--- src/hdl/scfe_pkg.sv ---
// types, constants and the crc byte update for the frame encoder
// no dependencies; imported by every encoder module
package scfe_pkg;

    localparam int BYTE_W          = 8;
    localparam int LEN_FIELD_W     = 16;
    localparam int TOTAL_W         = 32;
    localparam int CRC_W           = 16;
    localparam int DEF_LENGTH_BITS = 16;
    localparam int QUEUE_DEPTH     = 2;

    localparam logic [CRC_W-1:0]   CRC_POLY   = 16'h1021;
    localparam logic [TOTAL_W-1:0] LEN_OFFSET = 32'd8;

    // byte position inside the work of one item
    typedef enum logic [3:0] {
        ST_SYNC1,
        ST_SYNC2,
        ST_LEN0,
        ST_LEN1,
        ST_LEN2,
        ST_LEN3,
        ST_PAY,
        ST_CRC_LO,
        ST_CRC_HI
    } step_t;

    // one classified item, handed from front to back
    typedef struct packed {
        logic               start;
        logic               has_pay;
        logic               last;
        logic [BYTE_W-1:0]  data;
        logic [BYTE_W-1:0]  sync1;
        logic [BYTE_W-1:0]  sync2;
        logic [TOTAL_W-1:0] total;
    } cmd_t;

    // crc-16, msb first, one byte
    function automatic logic [CRC_W-1:0] crc16_byte(input logic [CRC_W-1:0] crc_in,
                                                   input logic [BYTE_W-1:0] b);
        logic [CRC_W-1:0] c;
        c = crc_in ^ {b, {(CRC_W-BYTE_W){1'b0}}};
        for (int k = 0; k < BYTE_W; k++) begin
            if (c[CRC_W-1]) begin
                c = {c[CRC_W-2:0], 1'b0} ^ CRC_POLY;
            end else begin
                c = {c[CRC_W-2:0], 1'b0};
            end
        end
        return c;
    endfunction

endpackage

--- src/hdl/scrambled_crc_frame_encoder.sv ---
// top level of the scrambled crc frame encoder
// depends on scfe_pkg, scfe_front, scfe_queue and scfe_back
//
// Each input item is one payload byte. The item that opens a frame also carries
// the payload length and the two sync bytes; the block then sends both sync
// bytes, the four length bytes (payload count plus 8, little endian) and, for a
// nonzero length, the first payload byte, all but the sync bytes scrambled by
// two chained xor stages. Every later item yields its scrambled byte, and the
// last item of a frame is followed by the crc-16 (poly 0x1021, init 0) of the
// scrambled bytes, low byte first. One result byte leaves per clock from the
// back end's output register while items are queued and the sink is ready. A
// two-entry queue lets the front accept items while the back is still busy.
module scrambled_crc_frame_encoder import scfe_pkg::*; #(
    parameter int LENGTH_BITS = DEF_LENGTH_BITS
) (
    input  logic                   aclk,
    input  logic                   aresetn,
    input  logic                   s_valid,
    output logic                   s_ready,
    input  logic [BYTE_W-1:0]      s_payload_byte,
    input  logic [LEN_FIELD_W-1:0] s_payload_length,
    input  logic [BYTE_W-1:0]      s_sync_first,
    input  logic [BYTE_W-1:0]      s_sync_second,
    output logic                   m_valid,
    input  logic                   m_ready,
    output logic [BYTE_W-1:0]      m_out_byte,
    output logic                   m_run_end,
    output logic                   m_frame_end
);

    logic q_full;
    logic q_push;
    logic q_pop;
    logic q_head_valid;
    cmd_t q_push_cmd;
    cmd_t q_head_cmd;

    // item classification
    scfe_front #(
        .LENGTH_BITS(LENGTH_BITS)
    ) u_front (
        .aclk            (aclk),
        .aresetn         (aresetn),
        .s_valid         (s_valid),
        .s_ready         (s_ready),
        .s_payload_byte  (s_payload_byte),
        .s_payload_length(s_payload_length),
        .s_sync_first    (s_sync_first),
        .s_sync_second   (s_sync_second),
        .q_full          (q_full),
        .push            (q_push),
        .push_cmd        (q_push_cmd)
    );

    // decoupling queue
    scfe_queue #(
        .DEPTH(QUEUE_DEPTH)
    ) u_queue (
        .aclk      (aclk),
        .aresetn   (aresetn),
        .push      (q_push),
        .push_cmd  (q_push_cmd),
        .pop       (q_pop),
        .full      (q_full),
        .head_valid(q_head_valid),
        .head_cmd  (q_head_cmd)
    );

    // byte sequencer, scrambler and crc
    scfe_back u_back (
        .aclk       (aclk),
        .aresetn    (aresetn),
        .head_valid (q_head_valid),
        .head_cmd   (q_head_cmd),
        .pop        (q_pop),
        .m_valid    (m_valid),
        .m_ready    (m_ready),
        .m_out_byte (m_out_byte),
        .m_run_end  (m_run_end),
        .m_frame_end(m_frame_end)
    );

endmodule

--- src/hdl/scfe_queue.sv ---
// short register queue of classified items between front and back
// depends on scfe_pkg for cmd_t
module scfe_queue import scfe_pkg::*; #(
    parameter int DEPTH = QUEUE_DEPTH
) (
    input  logic aclk,
    input  logic aresetn,
    input  logic push,
    input  cmd_t push_cmd,
    input  logic pop,
    output logic full,
    output logic head_valid,
    output cmd_t head_cmd
);

    localparam int PTR_W = (DEPTH > 1) ? $clog2(DEPTH) : 1;
    localparam int CNT_W = $clog2(DEPTH + 1);

    cmd_t             entry_reg [DEPTH];
    logic [PTR_W-1:0] wr_ptr_reg, wr_ptr_next;
    logic [PTR_W-1:0] rd_ptr_reg, rd_ptr_next;
    logic [CNT_W-1:0] count_reg, count_next;

    assign full       = (count_reg == CNT_W'(DEPTH));
    assign head_valid = (count_reg != '0);
    assign head_cmd   = entry_reg[rd_ptr_reg];

    // pointer and fill count update
    always_comb begin
        wr_ptr_next = wr_ptr_reg;
        rd_ptr_next = rd_ptr_reg;
        count_next  = count_reg;
        if (push) begin
            wr_ptr_next = (wr_ptr_reg == PTR_W'(DEPTH - 1)) ? '0 : wr_ptr_reg + PTR_W'(1);
        end
        if (pop) begin
            rd_ptr_next = (rd_ptr_reg == PTR_W'(DEPTH - 1)) ? '0 : rd_ptr_reg + PTR_W'(1);
        end
        if (push && !pop) begin
            count_next = count_reg + CNT_W'(1);
        end else if (pop && !push) begin
            count_next = count_reg - CNT_W'(1);
        end
    end

    always_ff @(posedge aclk) begin
        if (!aresetn) begin
            wr_ptr_reg <= '0;
            rd_ptr_reg <= '0;
            count_reg  <= '0;
        end else begin
            wr_ptr_reg <= wr_ptr_next;
            rd_ptr_reg <= rd_ptr_next;
            count_reg  <= count_next;
        end
    end

    // entry storage
    always_ff @(posedge aclk) begin
        if (push) begin
            entry_reg[wr_ptr_reg] <= push_cmd;
        end
    end

endmodule

--- src/hdl/scfe_front.sv ---
// front end: accepts input items, tracks frame position, classifies each item
// depends on scfe_pkg for cmd_t and the length constants
module scfe_front import scfe_pkg::*; #(
    parameter int LENGTH_BITS = DEF_LENGTH_BITS
) (
    input  logic                   aclk,
    input  logic                   aresetn,
    input  logic                   s_valid,
    output logic                   s_ready,
    input  logic [BYTE_W-1:0]      s_payload_byte,
    input  logic [LEN_FIELD_W-1:0] s_payload_length,
    input  logic [BYTE_W-1:0]      s_sync_first,
    input  logic [BYTE_W-1:0]      s_sync_second,
    input  logic                   q_full,
    output logic                   push,
    output cmd_t                   push_cmd
);

    logic                   in_frame_reg, in_frame_next;
    logic [LENGTH_BITS-1:0] bytes_left_reg, bytes_left_next;
    logic [LENGTH_BITS-1:0] len;
    logic                   start;
    logic                   has_pay;

    assign s_ready = !q_full;
    assign push    = s_valid && s_ready;

    // classify the item and work out what is left of the frame
    always_comb begin
        len     = LENGTH_BITS'(s_payload_length);
        start   = !in_frame_reg;
        has_pay = start ? (len != '0) : 1'b1;
        if (start) begin
            bytes_left_next = has_pay ? len - LENGTH_BITS'(1) : '0;
        end else begin
            bytes_left_next = bytes_left_reg - LENGTH_BITS'(1);
        end
        in_frame_next = (bytes_left_next != '0);

        push_cmd.start   = start;
        push_cmd.has_pay = has_pay;
        push_cmd.last    = (bytes_left_next == '0);
        push_cmd.data    = s_payload_byte;
        push_cmd.sync1   = s_sync_first;
        push_cmd.sync2   = s_sync_second;
        push_cmd.total   = TOTAL_W'(len) + LEN_OFFSET;
    end

    always_ff @(posedge aclk) begin
        if (!aresetn) begin
            in_frame_reg   <= 1'b0;
            bytes_left_reg <= '0;
        end else if (push) begin
            in_frame_reg   <= in_frame_next;
            bytes_left_reg <= bytes_left_next;
        end
    end

endmodule

--- src/hdl/scfe_back.sv ---
// back end: steps through the bytes of each queued item, scrambles, runs the crc
// depends on scfe_pkg for step_t, cmd_t and crc16_byte
module scfe_back import scfe_pkg::*; (
    input  logic              aclk,
    input  logic              aresetn,
    input  logic              head_valid,
    input  cmd_t              head_cmd,
    output logic              pop,
    output logic              m_valid,
    input  logic              m_ready,
    output logic [BYTE_W-1:0] m_out_byte,
    output logic              m_run_end,
    output logic              m_frame_end
);

    step_t             step_reg;
    step_t             cur_step;
    step_t             step_next;
    logic              active_reg;
    logic              entry_done;
    logic              out_load;
    logic              m_valid_reg, m_valid_next;
    logic [BYTE_W-1:0] out_byte_reg, out_byte_next;
    logic              run_end_reg;
    logic              frame_end_reg, frame_end_next;
    logic [BYTE_W-1:0] fc_reg, fc_next;
    logic [BYTE_W-1:0] sc_reg, sc_next;
    logic [CRC_W-1:0]  crc_reg, crc_next;
    logic [BYTE_W-1:0] scr_in, scr_t, scr_s;

    assign out_load = head_valid && (!m_valid_reg || m_ready);
    assign pop      = out_load && entry_done;
    assign cur_step = active_reg ? step_reg : (head_cmd.start ? ST_SYNC1 : ST_PAY);

    // next step within the item
    always_comb begin
        step_next  = cur_step;
        entry_done = 1'b0;
        unique case (cur_step)
            ST_SYNC1:  step_next = ST_SYNC2;
            ST_SYNC2:  step_next = ST_LEN0;
            ST_LEN0:   step_next = ST_LEN1;
            ST_LEN1:   step_next = ST_LEN2;
            ST_LEN2:   step_next = ST_LEN3;
            ST_LEN3:   step_next = head_cmd.has_pay ? ST_PAY : ST_CRC_LO;
            ST_PAY: begin
                step_next  = ST_CRC_LO;
                entry_done = !head_cmd.last;
            end
            ST_CRC_LO: step_next = ST_CRC_HI;
            ST_CRC_HI: entry_done = 1'b1;
            default:   entry_done = 1'b1;
        endcase
    end

    // byte selection, scrambler chains and crc
    always_comb begin
        scr_in = head_cmd.data;
        unique case (cur_step)
            ST_LEN0: scr_in = head_cmd.total[7:0];
            ST_LEN1: scr_in = head_cmd.total[15:8];
            ST_LEN2: scr_in = head_cmd.total[23:16];
            ST_LEN3: scr_in = head_cmd.total[31:24];
            default: scr_in = head_cmd.data;
        endcase
        scr_t = scr_in ^ fc_reg;
        scr_s = scr_t ^ sc_reg;

        fc_next        = fc_reg;
        sc_next        = sc_reg;
        crc_next       = crc_reg;
        frame_end_next = 1'b0;
        unique case (cur_step)
            ST_SYNC1: begin
                out_byte_next = head_cmd.sync1;
                fc_next       = head_cmd.sync1;
                sc_next       = head_cmd.sync2;
                crc_next      = '0;
            end
            ST_SYNC2:  out_byte_next = head_cmd.sync2;
            ST_LEN0, ST_LEN1, ST_LEN2, ST_LEN3, ST_PAY: begin
                out_byte_next = scr_s;
                fc_next       = scr_t;
                sc_next       = scr_s;
                crc_next      = crc16_byte(crc_reg, scr_s);
            end
            ST_CRC_LO: out_byte_next = crc_reg[7:0];
            ST_CRC_HI: begin
                out_byte_next  = crc_reg[15:8];
                frame_end_next = 1'b1;
            end
            default:   out_byte_next = crc_reg[7:0];
        endcase
    end

    // output register handshake
    always_comb begin
        if (out_load) begin
            m_valid_next = 1'b1;
        end else if (m_ready) begin
            m_valid_next = 1'b0;
        end else begin
            m_valid_next = m_valid_reg;
        end
    end

    always_ff @(posedge aclk) begin
        if (!aresetn) begin
            m_valid_reg <= 1'b0;
            active_reg  <= 1'b0;
            step_reg    <= ST_SYNC1;
        end else begin
            m_valid_reg <= m_valid_next;
            if (out_load) begin
                active_reg <= !entry_done;
                step_reg   <= step_next;
            end
        end
    end

    // datapath registers
    always_ff @(posedge aclk) begin
        if (out_load) begin
            out_byte_reg  <= out_byte_next;
            run_end_reg   <= entry_done;
            frame_end_reg <= frame_end_next;
            fc_reg        <= fc_next;
            sc_reg        <= sc_next;
            crc_reg       <= crc_next;
        end
    end

    assign m_valid     = m_valid_reg;
    assign m_out_byte  = out_byte_reg;
    assign m_run_end   = run_end_reg;
    assign m_frame_end = frame_end_reg;

endmodule

--- config.mk ---
export PLATFORM = sky130hd
export DESIGN_NAME = scrambled_crc_frame_encoder
export DESIGN_NICKNAME = d
export VERILOG_FILES = /design/src/hdl/scfe_pkg.sv /design/src/hdl/scrambled_crc_frame_encoder.sv /design/src/hdl/scfe_queue.sv /design/src/hdl/scfe_front.sv /design/src/hdl/scfe_back.sv
export SDC_FILE = /design/constraint.sdc
export NUM_CORES = 1
export LEC_CHECK = 0
export BUFFER_PORTS_ARGS = -buffer_cell sky130_fd_sc_hd__buf_2
export CORE_ASPECT_RATIO = 1.4
export CORE_MARGIN = 2
export CORE_UTILIZATION = 55
export DETAILED_ROUTE_END_ITERATION = 10
export PLACE_DENSITY_LB_ADDON = 0.1
export SYNTH_ARGS = -nofsm -noshare
export SYNTH_HDL_FRONTEND = slang
export SYNTH_SLANG_ARGS = --single-unit
--- constraint.sdc ---
create_clock -name aclk -period 6.64 [get_ports aclk]
set_input_delay 1.328 -clock aclk [delete_from_list [all_inputs] [get_ports aclk]]
set_output_delay 1.328 -clock aclk [all_outputs]
set_load 0.03 [all_outputs]
Yosys cells after proc, flatten, opt, wreduce, memory -nomap -nowiden --
Memories as Yosys holds them, arrays and structs flattened. A register that Yosys moved wholly into a read port is not among the register bits. Cells that the tools add are included.
Operators by class: add/subtract/negate cells 7, eq/ne operators 9, mux-type cells 39, bitwise operators 11, reduce and logical (&&, ||, !) cells 24
Operators by type and width (count):
- $mux W16 | 9
- $mux W13 | 8
- $pmux W8 S4 | 2
- $pmux W16 S2 | 1
- $pmux W4 S8 | 1
- $pmux W8 S2 | 2
- $reduce_bool A16 Y1 | 2
- $sub A16 B1 Y16 const B | 2
- $not A3 Y3 | 8
- $add A16 B4 Y17 const B | 1
- $eq A4 B3 Y1 const B | 4
- $logic_not A16 Y1 | 1
- $xor A16 B16 Y16 | 1
- $xor A8 B8 Y8 | 2
- $mux W1 | 11
- $eq A4 B2 Y1 const B | 2
- $reduce_bool A2 Y1 | 4
- $logic_not A1 Y1 | 7
- $reduce_or A7 Y1 | 1
- $logic_and A1 B1 Y1 | 5
- $reduce_or A5 Y1 | 1
- $eq A4 B1 Y1 const B | 1
- $eq A4 B4 Y1 const B | 1
- $logic_not A4 Y1 | 1
- other kinds (10) | 12
Word-level totals: register bits 69, bits in writable memories 88, output and inout bits 12, memories 1
Memory list:
- u_queue.entry_reg | depth 2, bits a word 44, read ports 1, clocked after memory_dff 1, write ports 1, RTL line scfe_queue.sv:19 | cmd_t entry_reg [DEPTH];

Logic depth before layout (Yosys ltp) --
depth after elaboration 31, depth in mapped cells 13, depth with buffers taken out 9

Modules after synthesis --
A second synthesis with hierarchy kept.
Unflattened totals: cell total of the unflattened synthesis 826, area total of the unflattened synthesis 10097.2 µm²
By module, submodules not included:
- scfe_queue | times used 1, cells an instance 206, area each 4521.8 µm²
- scfe_back | times used 1, cells an instance 305, area each 3270.6 µm²
- scfe_front | times used 1, cells an instance 315, area each 2304.7 µm²

Worst setup path after synthesis --
Ideal clock, no wire load.
kind input to register, start point input port s_valid, end point memory u_queue.entry_reg[0][0] in the netlist's numbering (enable), data arrival time 3481 ps, data required time 6193 ps, slack 2712 ps, stages 3, path buffers 1, cells stage by stage nand2_1 > clkbuf_1 > nor2_1
Between the ends: word-level cells in the longest chain between the ends 3
Ends and longest elaborated chain:
- start: declaration | RTL line scrambled_crc_frame_encoder.sv:18 | input logic s_valid,
- $logic_and A1 B1 Y1 | RTL line scfe_front.sv:26 | assign push = s_valid && s_ready;
- $mux W1 | RTL line scfe_queue.sv:60 | if (push) begin
- $mux W1 (not written as such) | RTL line scfe_queue.sv:61 | entry_reg[wr_ptr_reg] <= push_cmd;
- end: declaration | RTL line scfe_queue.sv:19
Every way passes these cells.

Worst setup path in the final report --
start point input port s_valid, end point register u_queue.count_reg[1]
Between the ends: word-level cells in the longest chain between the ends 4, elaborated cells between the ends (all ways) 6
Ends and longest elaborated chain:
- $logic_and A1 B1 Y1 * | RTL line scfe_front.sv:26
- $logic_not A1 Y1 | RTL line scfe_queue.sv:41 | end else if (pop && !push) begin
- $logic_and A1 B1 Y1 | RTL line scfe_queue.sv:41
- $reduce_bool A2 Y1 (no line)
- end signal: assignment | RTL line scfe_queue.sv:54 | count_reg <= count_next;
- end: declaration | RTL line scfe_queue.sv:22 | logic [CNT_W-1:0] count_reg, count_next;
Mark *: on every way between the ends. The rest lies on a longest branch, timed or not. A chain may end at the register's enable or synchronous reset.

==> impl_metrics.env <==
export IMPL_outcome="complete, no violations"
export IMPL_worst_clock_skew_on_the_final_layout_ns=0.00843
export IMPL_p_seq_share_pct=34.2
export IMPL_number_of_global_route_vias_before_repair=5788
export IMPL_cts_resized=0
export IMPL_synth_top_area_cell="sky130_fd_sc_hd__edfxtp_1"
export IMPL_clock_sink_count=158
export IMPL_synth_top_cells_by_count="130 x sky130_fd_sc_hd__edfxtp_1, 59 x sky130_fd_sc_hd__nor2_1, 48 x sky130_fd_sc_hd__xnor2_1, 40 x sky130_fd_sc_hd__nand2_1, 39 x sky130_fd_sc_hd__mux2i_1"
export IMPL_cts_tree="done"
export IMPL_totalNegativeSetupSlack_ns=0
export IMPL_firstDrtPassIters=4
export IMPL_global_route_wire_length_before_repair_microns=29000
export IMPL_setup_viol=0
export IMPL_p_leak_nw=3.20
export IMPL_synth_enable_flop_cells=130
export IMPL_finalCriticalPeriod_ns=3.18
export IMPL_largest_reg_flops=88
export IMPL_gr_usage_all_layers_pct=23.8
export IMPL_synthTopCellsByArea="sky130_fd_sc_hd__edfxtp_1 48%, sky130_fd_sc_hd__dfxtp_1 6.9%, sky130_fd_sc_hd__xnor2_1 5.2%"
export IMPL_worstSetupPathType="in -> reg"
export IMPL_max_slew_margin_pct=17.7
export IMPL_maxClockFrequency_ghz=0.315
export IMPL_power_density_cell_area_nw_per_um2=544
export IMPL_die_width_microns=107
export IMPL_seq_area_frac_synth_pct=54.9
export IMPL_initial_antenna_violation_count=0
export IMPL_worst_path_max_delay_cell="sky130_fd_sc_hd__clkinv_1"
export IMPL_clockPowerShare_pct=20.6
export IMPL_post_synth_cell_area_avg_sq_um=12.0
export IMPL_timing_critical_path_arrival_ns=3.52
export IMPL_postRouteAntennaNets=0
export IMPL_hold_viol_final=0
export IMPL_area_of_the_die_sq_um=15800
export IMPL_post_route_cells_drive_above_1_share_pct=18.9
export IMPL_postPlaceCellArea_sq_um=8530
export IMPL_clk_latency_ns=0.42
export IMPL_synth_main_ff_cell="sky130_fd_sc_hd__edfxtp_1"
export IMPL_chipHeight_microns=148
export IMPL_critical_path_peak_fanout=28
export IMPL_post_cts_setup_buffer_count=0
export IMPL_clkSlewWorstSetupHoldPaths_ns=0.07
export IMPL_ir_worst_vdd_mv=0.426
export IMPL_postSynthNetCount=729
export IMPL_final_design_area_no_fill_sq_um=9160
export IMPL_intPower_mw=3.07
export IMPL_post_route_period_util_pct=47.8
export IMPL_finalWeightedCongestion=0.900
export IMPL_overflow=0
export IMPL_multi_input_area_sq_um=3470
export IMPL_largest_net_degree_at_the_start_of_global_routing=46
export IMPL_finish_utilization_pct=63.4
export IMPL_diodes=0
export IMPL_worst_setup_path_end_kind="register"
export IMPL_finalNetCount=772
export IMPL_timing_critical_path_cells="buf_2 > nand2_1 > clkinv_1 > ha_1 > xor2_1 > or3_1 > a21boi_0"
export IMPL_netlist_instances=678
export IMPL_cts_max_level=4
export IMPL_worstHoldPathType="reg -> reg"
export IMPL_synth_area_sq_um=8130
export IMPL_floorplan_rows=52
export IMPL_holdBufCountCts=0
export IMPL_start_kind="input port"
export IMPL_ys_async_sr_fraction_pct=0
export IMPL_slew_violations=0
export IMPL_final_seq_area_sq_um=4470
export IMPL_power_consumption_mw=4.98
export IMPL_critical_path_top_delay_family="buffers and inverters"
export IMPL_cts_buffers_inserted=17
export IMPL_port_buffers=55
export IMPL_clock_tree_buffer_depth=2
export IMPL_avgRoutedWirePerCell_microns=19.3
export IMPL_drv_max_cap_violation_count=0
export IMPL_total_net_switching_power_mw=1.91
export IMPL_critical_path_required_ns=6.99
export IMPL_power_combinational_fraction_pct=45.1
export IMPL_dr_first_iter_drc_count=201
export IMPL_yosys_register_bits=158
export IMPL_synth_top_area_share_pct=48.0
export IMPL_vias=5459
export IMPL_yosys_cell_count_top_type="sky130_fd_sc_hd__edfxtp_1"
export IMPL_netSwitchingFraction_pct=38.3
export IMPL_top_level_ports=56
export IMPL_rrSetupSlack_ns=3.47
export IMPL_finalWirelength_microns=17800
export IMPL_synth_warnings=0
export IMPL_worstPathBufferInverterCount=2
export IMPL_fillerInstances=1190
export IMPL_clockRootBuffer="sky130_fd_sc_hd__clkbuf_16"
export IMPL_drt_drc_violations_left=0
export IMPL_area_growth_pct=12.7
export IMPL_critical_path_max_stage_delay_ns=0.68
export IMPL_floorplan_core_area_sq_um=14400
export IMPL_initial_core_utilization_pct=56.3
export IMPL_route_detailed_vias_per_inst=5.91
export IMPL_dp_final_hpwl_microns=12200
export IMPL_rsz0062_at_grt="no"
export IMPL_synth_distinct_cells=77
export IMPL_worst_pin_slew_ns=1.23
==> worst register-to-register path: stages (launching register included) <==
cell                      delay (ns)
sky130_fd_sc_hd__dfxtp_2        0.31
sky130_fd_sc_hd__buf_4          0.56
sky130_fd_sc_hd__mux2_4         0.41
sky130_fd_sc_hd__nor2_1         0.34
sky130_fd_sc_hd__o21a_1         1.03
sky130_fd_sc_hd__nand2_1        0.15
sky130_fd_sc_hd__mux2i_1        0.22
==> power by group through the flow <==
stage	registers [mW]	logic, mW	clock network (mW)
after floorplan	1.72	1.77	0
after global placement	1.71	2.18	0
after detailed placement	1.72	2.23	0
after CTS	1.70	2.27	1.04
after global routing	1.74	2.45	1.08
final	1.71	2.25	1.03
==> layout by cell type (no fill, tap or decap), drive strengths merged, types with 9 or more instances in the layout <==
| cell type | instances |
|---|---|
| clkbuf | 17 |
| nand2 | 40 |
| xnor2 | 54 |
| mux2 | 11 |
| nand2b | 10 |
| nand3 | 16 |
| a21boi | 9 |
| buf | 60 |
| mux2i | 39 |
| nor2 | 60 |
| inv | 21 |
| a21oi | 32 |
| o21ai | 36 |
| edfxtp | 130 |
| dfxtp | 28 |
| xor2 | 26 |
==> cell type report <==
cell class,count,area share (%)
clock inverter,15,2.17
sequential,158,48.8
multi-input combinational,471,37.9
timing repair buffer,60,3.42
clock buffer,17,4.65
tap,189,2.58
inverter,13,0.533
==> stage by stage <==
step	instances	hold WS, ns	setup WS, ns
after floorplan	678	0.445	2.71
after global placement	891	0.466	3.14
after detailed placement	891	0.471	3.02
after CTS	923	0.489	3.43
after global routing	923	0.526	3.15
final	923	0.489	3.46
==> final timing paths <==
kind / from / endpoint / cells after the start
setup reg to reg: register / u_back.crc_reg[15]$_SDFFCE_PN0P_ / 6
setup / recovery: s_valid / u_queue.count_reg[1]$_SDFFE_PN0P_ / 7
hold reg to reg: u_front.bytes_left_reg[15]$_SDFFE_PN0P_ / u_front.bytes_left_reg[15]$_SDFFE_PN0P_ / 2
hold / removal: u_front.bytes_left_reg[15]$_SDFFE_PN0P_ / u_front.bytes_left_reg[15]$_SDFFE_PN0P_ / 2
==> kinds of logic (layout without fill, tap and decap cells) <==
kind of cell	after synthesis	count (layout)	share of synthesized area, %
buffers and inverters	49	105	2.57
XOR/XNOR	83	83	10.4
AND/OR/NAND/NOR	191	191	11.8
AO/OA/AOI/OAI	139	139	12.5
multiplexers	51	51	6.65
adder cells (fa/ha/maj)	7	7	1.08
flip-flops	158	158	54.9
==> per-layer routing <==
| metal | global-route usage [%] | share of wire [%] | vias to the layer above |
|---|---|---|---|
| met4 | 12.5 | 4.2 | 0 |
| li1 | - | - | 2603 |
| met2 | 43.3 | 55 | 128 |
| met1 | 26.3 | 38 | 2678 |
| met3 | 3.75 | 3.4 | 50 |
| met5 | 0 | 0 | - |
Power figures use the tool's default switching activity.
